==> config.mk <==
export PLATFORM = sky130hd
export DESIGN_NAME = rbc_front
export DESIGN_NICKNAME = d
export VERILOG_FILES = /design/src/design/rbc_pkg.sv /design/src/design/rbc_front.sv
export SDC_FILE = /design/constraint.sdc
export NUM_CORES = 1
export LEC_CHECK = 0
export BUFFER_PORTS_ARGS = -buffer_cell sky130_fd_sc_hd__buf_2
export CORE_UTILIZATION = 55
export CTS_CLUSTER_SIZE = 8
export DETAILED_ROUTE_END_ITERATION = 12
export PLACE_DENSITY = 0.81
export SLEW_MARGIN = 20
export SYNTH_ARGS = -nofsm -noshare
export SYNTH_HDL_FRONTEND = slang
export SYNTH_SLANG_ARGS = --single-unit
==> constraint.sdc <==
create_clock -name clk_i -period 14 [get_ports clk_i]
set_clock_uncertainty 0.1 [all_clocks]
set_input_delay 2.1 -clock clk_i [delete_from_list [all_inputs] [get_ports clk_i]]
set_output_delay 2.1 -clock clk_i [all_outputs]
set_load 0.005 [all_outputs]
==> src/design/rbc_pkg.sv <==
`timescale 1ns / 1ps
// ----------------------------------------------------------------------------
// rbc_pkg
// Shared request codes and front-to-back control types.
// ----------------------------------------------------------------------------
package rbc_pkg;

  // Request type codes as they arrive on req_type_i
  localparam logic [1:0] REQ_INVALIDATE = 2'd0;
  localparam logic [1:0] REQ_KNOW       = 2'd1;
  localparam logic [1:0] REQ_FORWARD    = 2'd2;
  localparam logic [1:0] REQ_BACKWARD   = 2'd3;

  typedef enum logic [1:0] {
    OP_INVALIDATE,
    OP_KNOW,
    OP_FORWARD,
    OP_BACKWARD
  } req_op_e;

  // Head of the command queue as seen by the back end
  typedef struct packed {
    logic    valid;
    req_op_e op;
  } cmd_ctl_t;

endpackage

==> src/design/rbc_front.sv <==
`timescale 1ns / 1ps
// ----------------------------------------------------------------------------
// rbc_front
// Accepts request beats, decodes the request type and queues them (2 deep).
// ----------------------------------------------------------------------------
module rbc_front #(
  parameter int unsigned POS_BITS = 32
) (
  input  logic                 clk_i,
  input  logic                 rst_ni,
  input  logic                 start,
  output logic                 busy,
  input  logic [1:0]           req_type_i,
  input  logic [POS_BITS-1:0]  arg_first_i,
  input  logic [POS_BITS-1:0]  arg_second_i,
  input  logic [POS_BITS-1:0]  buffer_end_now_i,
  output rbc_pkg::cmd_ctl_t    cmd_o,
  output logic [POS_BITS-1:0]  a_o,
  output logic [POS_BITS-1:0]  c_o,
  output logic [POS_BITS-1:0]  now_o,
  input  logic                 pop_i
);

  rbc_pkg::req_op_e    op_q   [2];
  logic [POS_BITS-1:0] a_q    [2];
  logic [POS_BITS-1:0] c_q    [2];
  logic [POS_BITS-1:0] now_q  [2];
  logic                wptr_q, wptr_d;
  logic                rptr_q, rptr_d;
  logic [1:0]          fill_q, fill_d;
  rbc_pkg::req_op_e    dec_op;
  logic                push;
  logic                pop;

  always_comb begin
    unique case (req_type_i)
      rbc_pkg::REQ_INVALIDATE: dec_op = rbc_pkg::OP_INVALIDATE;
      rbc_pkg::REQ_KNOW:       dec_op = rbc_pkg::OP_KNOW;
      rbc_pkg::REQ_FORWARD:    dec_op = rbc_pkg::OP_FORWARD;
      rbc_pkg::REQ_BACKWARD:   dec_op = rbc_pkg::OP_BACKWARD;
      default:                 dec_op = rbc_pkg::OP_INVALIDATE;
    endcase
  end

  assign busy = (fill_q == 2'd2);
  assign push = start && !busy;
  assign pop  = pop_i && (fill_q != 2'd0);

  always_comb begin
    wptr_d = push ? !wptr_q : wptr_q;
    rptr_d = pop ? !rptr_q : rptr_q;
    fill_d = fill_q + {1'b0, push} - {1'b0, pop};
  end

  always_ff @(posedge clk_i or negedge rst_ni) begin
    if (!rst_ni) begin
      wptr_q <= 1'b0;
      rptr_q <= 1'b0;
      fill_q <= 2'd0;
    end else begin
      wptr_q <= wptr_d;
      rptr_q <= rptr_d;
      fill_q <= fill_d;
    end
  end

  always_ff @(posedge clk_i) begin
    if (push) begin
      op_q[wptr_q]  <= dec_op;
      a_q[wptr_q]   <= arg_first_i;
      c_q[wptr_q]   <= arg_second_i;
      now_q[wptr_q] <= buffer_end_now_i;
    end
  end

  assign cmd_o.valid = (fill_q != 2'd0);
  assign cmd_o.op    = op_q[rptr_q];
  assign a_o         = a_q[rptr_q];
  assign c_o         = c_q[rptr_q];
  assign now_o       = now_q[rptr_q];

endmodule

# --- Word-level counts from Yosys, hierarchy flattened ---
# Memories as Yosys holds them, arrays and structs flattened.
# Index checks and enable logic that the tools add are counted.
op_classes:
  reduce_logical: 7
  shift: 0
  order_cmp: 0
  muxes: 3
  multipliers: 0
  div_mod_pow: 0
  bitwise_logic: 0
  n_eq_ne: 4
  n_addsub: 2
ops:
  columns: ["op", "count"]
  rows:
  - ["2-bit case mux with 4 select lines", 1]
  - ["2-bit == test, second input constant", 3]
  - ["1-bit logical NOT", 3]
  - ["2-bit by 1-bit adder with 2-bit output", 1]
  - ["2-bit by 1-bit == test with 1-bit output, second input constant", 1]
  - ["1-bit logical AND", 2]
  - ["2-bit logical NOT", 1]
  - ["1-bit 2-to-1 mux", 2]
  - ["2-bit nonzero test", 1]
  - ["2-bit by 1-bit subtractor with 2-bit output", 1]
word_totals:
  regBits: 4
  n_memories: 4
  rom_bits: 0
  word_cells: 23
  input_bits: 102
  latch_bits: 0
  ramBits: 196
mem_list:
  columns: ["memory", "depth", "width", "read_ports", "rd_clocked_by_memory_dff", "write_ports", "line_no", "rtl"]
  rows:
  - ["a_q", 2, 32, 1, 0, 1, "rbc_front.sv:25", "logic [POS_BITS-1:0] a_q [2];"]
  - ["c_q", 2, 32, 1, 0, 1, "rbc_front.sv:26", "logic [POS_BITS-1:0] c_q [2];"]
  - ["now_q", 2, 32, 1, 0, 1, "rbc_front.sv:27", "logic [POS_BITS-1:0] now_q [2];"]
  - ["op_q", 2, 2, 1, 0, 1, "rbc_front.sv:24", "rbc_pkg::req_op_e op_q [2];"]

# --- Depth between registers and ports, before layout ---
depth:
  depth_word: 5
  ltp_mapped: 7
  ltp_nobuf: 7

# --- Worst setup path after synthesis ---
# No wires, ideal clock.
synth_timing:
  path_type: "input-to-reg"
  startpoint: "in start"
  endpoint: "mem a_q[0][0], enable pin"
  setup_ns: 0.555
  arrival_time_ns: 6.274
  setup_slack_ns: 7.070
  stages: 2
  required_ns: 13.345
  cell_sequence: "nand2_1 nor2_1"
synth_between:
  elab_chain_cells: 3
synth_rtl:
  columns: ["item", "line_no", "rtl"]
  rows:
  - ["start: declaration", "rbc_front.sv:11", "input logic start,"]
  - ["1-bit logical AND", "rbc_front.sv:46", "assign push = start && !busy;"]
  - ["1-bit 2-to-1 mux", "rbc_front.sv:68", "if (push) begin"]
  - ["1-bit 2-to-1 mux (not written as such)", "rbc_front.sv:70", "a_q[wptr_q] <= arg_first_i;"]
  - ["end: declaration", "rbc_front.sv:25", null]
# Every way passes these cells.

# --- Worst setup path in the final report ---
layout_timing:
  startpoint: "reg rptr_q"
  endpoint: "out a_o[27]"
layout_between:
  elab_chain_cells: 1
layout_rtl:
  columns: ["item", "line_no", "rtl"]
  rows:
  - ["start: declaration", "rbc_front.sv:29", "logic rptr_q, rptr_d;"]
  - ["start signal: assignment", "rbc_front.sv:62", "rptr_q <= rptr_d;"]
  - ["memory 2 x 32 bit", null, null]
  - ["end: declaration", "rbc_front.sv:18", "output logic [POS_BITS-1:0] a_o,"]
# Every way passes these cells.

==> impl_metrics.py <==
metrics = {
    "routing": {
        "wl_um": 12700,
        "final_antenna_net_count": 0,
        "post_drt_wl_per_cell_um": 17.6,
        "drt_iter0_markers": 193,
        "drc": 0,
        "routed-via-count": 3653,
        "dr.pass1.iters": 4,
        "viasPerCell": 5.06,
    },
    "synthesis": {
        "synth_cell_type_count": 17,
        "yosys.area_share.simple_pct": 0.445,
        "ys_warn_count": 0,
        "ys.flop_type": "edfxtp_1",
        "ys_top_cells_by_count": "edfxtp_1, mux2_2, mux2_4",
        "synth_area_leaders": "edfxtp_1, mux2_2, mux2_4",
        "yosys.area.top_type": "edfxtp_1",
        "synth_edf_count": 196,
        "synthAdderAreaFrac_pct": 0.342,
        "synth.area.mux_share_pct": 15.6,
        "ys_ff_latch": 200,
        "syn_area_per_cell_um2": 22.5,
        "synth_top_family_by_area": "multiplexers",
        "syn_inst": 325,
        "syn_nets": 429,
        "seq_area_frac_synth_pct": 81.9,
        "yosysMostFrequentCell": "edfxtp_1",
        "netlist.area_leader.share_pct": 80.5,
        "async_flop_share_pct": 2.00,
        "syn-cell-area_mm2": 0.00731,
        "synth_xor_area_share_pct": 0.479,
        "synth_compound_area_share_pct": 0,
    },
    "sta": {
        "max_freq_ghz": 0.209,
        "setup_viol": 0,
        "slew_violations": 0,
        "setup_tns_ns": 0,
        "final_hold_viol_count": 0,
        "whs_ns": 0.423,
        "fin_ws_ns": 9.21,
        "slew_headroom_pct": 50.5,
        "period_share_pct": 34.2,
        "tightest_slew_ns": 0.742,
        "rsz0062_at_grt": "false",
        "min_period_ns": 4.79,
    },
    "worst_hold_path": {
        "hold_class": "flop to flop",
        "hold_depth": 1,
    },
    "global_route": {
        "overflow": 0,
        "grt_start_max_net_pins": 57,
        "grt_pass1_wl_um": 18500,
        "grt_use_total_pct": 19.1,
        "antenna_found_initial": 1,
        "grt_pass1_vias": 3724,
    },
    "worst_setup_path": {
        "worstPathRequired_ns": 11.80,
        "crit_chain": "buf_4, mux2_2, buf_2",
        "startpoint_type": "flop",
        "max_stage_delay_ns": 0.84,
        "endpoint_kind": "output port",
        "crit_fanout": 53,
        "cp.arrival_ns": 2.59,
        "critPathSlowestCell": "dfrtp_4",
        "reg2reg_depth": 3,
        "critical_path_class": "flop to output port",
        "regToRegSetupSlack_ns": 11.65,
    },
    "placed_design": {
        "port_buffers": 201,
        "dp_hpwl_um": 8450,
        "pre_cts_ws_ns": 9.64,
        "place_congestion": 0.722,
        "dp_cells": 689,
        "post_dp_cell_area_mm2": 0.00849,
    },
    "power_and_ir_drop": {
        "ir_drop_v": 0.000126,
        "p_per_area_mw_per_mm2": 200,
        "p_total_mw": 1.81,
        "p_leak_nw": 3.43,
    },
    "clock_network": {
        "cts_tree": "yes",
        "postCtsHoldBufs": 0,
        "cts_root_buf": "clkbuf_16",
        "cts_max_level": 4,
        "cts-resized-gates": 0,
        "clock_tree.buffer_depth": 2,
        "cts_num_sinks": 200,
        "clkSlewWorstSetupHoldPaths_ns": 0.06,
        "postCtsSetupRepairBufs": 0,
        "cts_made_buffers": 17,
        "clk_latency_ns": 0.42,
    },
    "floorplanning": {
        "num_rows": 41,
        "fp.coreArea_mm2": 0.0128,
        "die_height_um": 117,
        "ios": 202,
        "start_util_pct": 57.2,
        "die_w_um": 117,
        "floorplan.die_area_mm2": 0.0138,
    },
    "cells_and_area": {
        "post-route-util_pct": 70.9,
        "drive_gt1_share_pct": 60.7,
        "final_cells": 722,
        "syn_to_final_growth_pct": 24.0,
        "final_cell_area_mm2": 0.00906,
        "nNetsFinal": 640,
    },
    "run": {
        "maxCapViolations": 0,
    },
    "status": {
        "status": "finished, final reports clean",
    },
}
==> registers in the layout, indices dropped and copies added (netlist names) <==
name,cells
a_q,64
c_q,64
fill_q,2
now_q,64
op_q,4
rptr_q,1
wptr_q,1
==> worst max-delay path, delay by kind of cell, from the launching register on <==
family,cells,cell delay (ns)
DFF,1,0.84
buffers and inverters,2,0.80
muxes,1,0.43
==> kinds of logic after synthesis <==
logic type,count (synthesis)
flip-flops,200
multiplexers,98
XOR/XNOR,4
AND/OR/NAND/NOR,6
adder cells (fa/ha/maj),2
buffers and inverters,15
==> metal layers <==
metal | global-route usage [%] | share of wire [%]
met1 | 22.1 | 40
met2 | 32.9 | 51
met3 | 5.41 | 7.0
met4 | 9.11 | 1.8
met5 | 0 | 0
==> cells in the final DEF, fill, tap and decap left out <==
cell and instances:
nor2_4 1, and2_1 1, nand2_1 1, xor2_1 1
or2_2 1, mux2_2 88, clkinv_2 2, bufinv_16 2
buf_4 4, clkinv_4 1, clkbuf_16 17, buf_2 201
ha_1 2, clkinvlp_4 3, clkbuf_1 5, dfrtp_1 3
mux2_4 10, clkbuf_8 1, edfxtp_1 196, xnor2_1 3
diode_2 1, dfrtp_4 1, clkinv_1 1, nand2b_1 1
and3_4 1, inv_1 2
==> where the power goes <==
part | switching, mW | internal [mW]
logic | 0.224 | 0.250
clock network | 0.196 | 0.267
registers | 0.0575 | 0.820
==> worst paths after layout <==
path / end / start
setup / recovery: a_o[27] / rptr_q$_DFFE_PN0P_
hold / removal: fill_q[1]$_DFF_PN0_ / fill_q[1]$_DFF_PN0_
setup reg to reg: now_q[1][24]$_DFFE_PP_ / fill_q[1]$_DFF_PN0_
hold reg to reg: fill_q[1]$_DFF_PN0_ / fill_q[1]$_DFF_PN0_
max in group asynchronous: rptr_q$_DFFE_PN0P_ / rst_ni
min in group asynchronous: fill_q[0]$_DFF_PN0_ / rst_ni
==> final cells by class <==
type	count	area, µm²
Sequential cell	200	5990
Multi-Input combinational cell	110	1250
Tap cell	172	215
Fill cell	811	3710
Timing Repair Buffer	205	1040
Clock buffer	23	458
Clock inverter	9	105
Antenna cell	1	2.50
Inverter	2	7.51
Note: power is estimated with default switching activity, not from simulation.
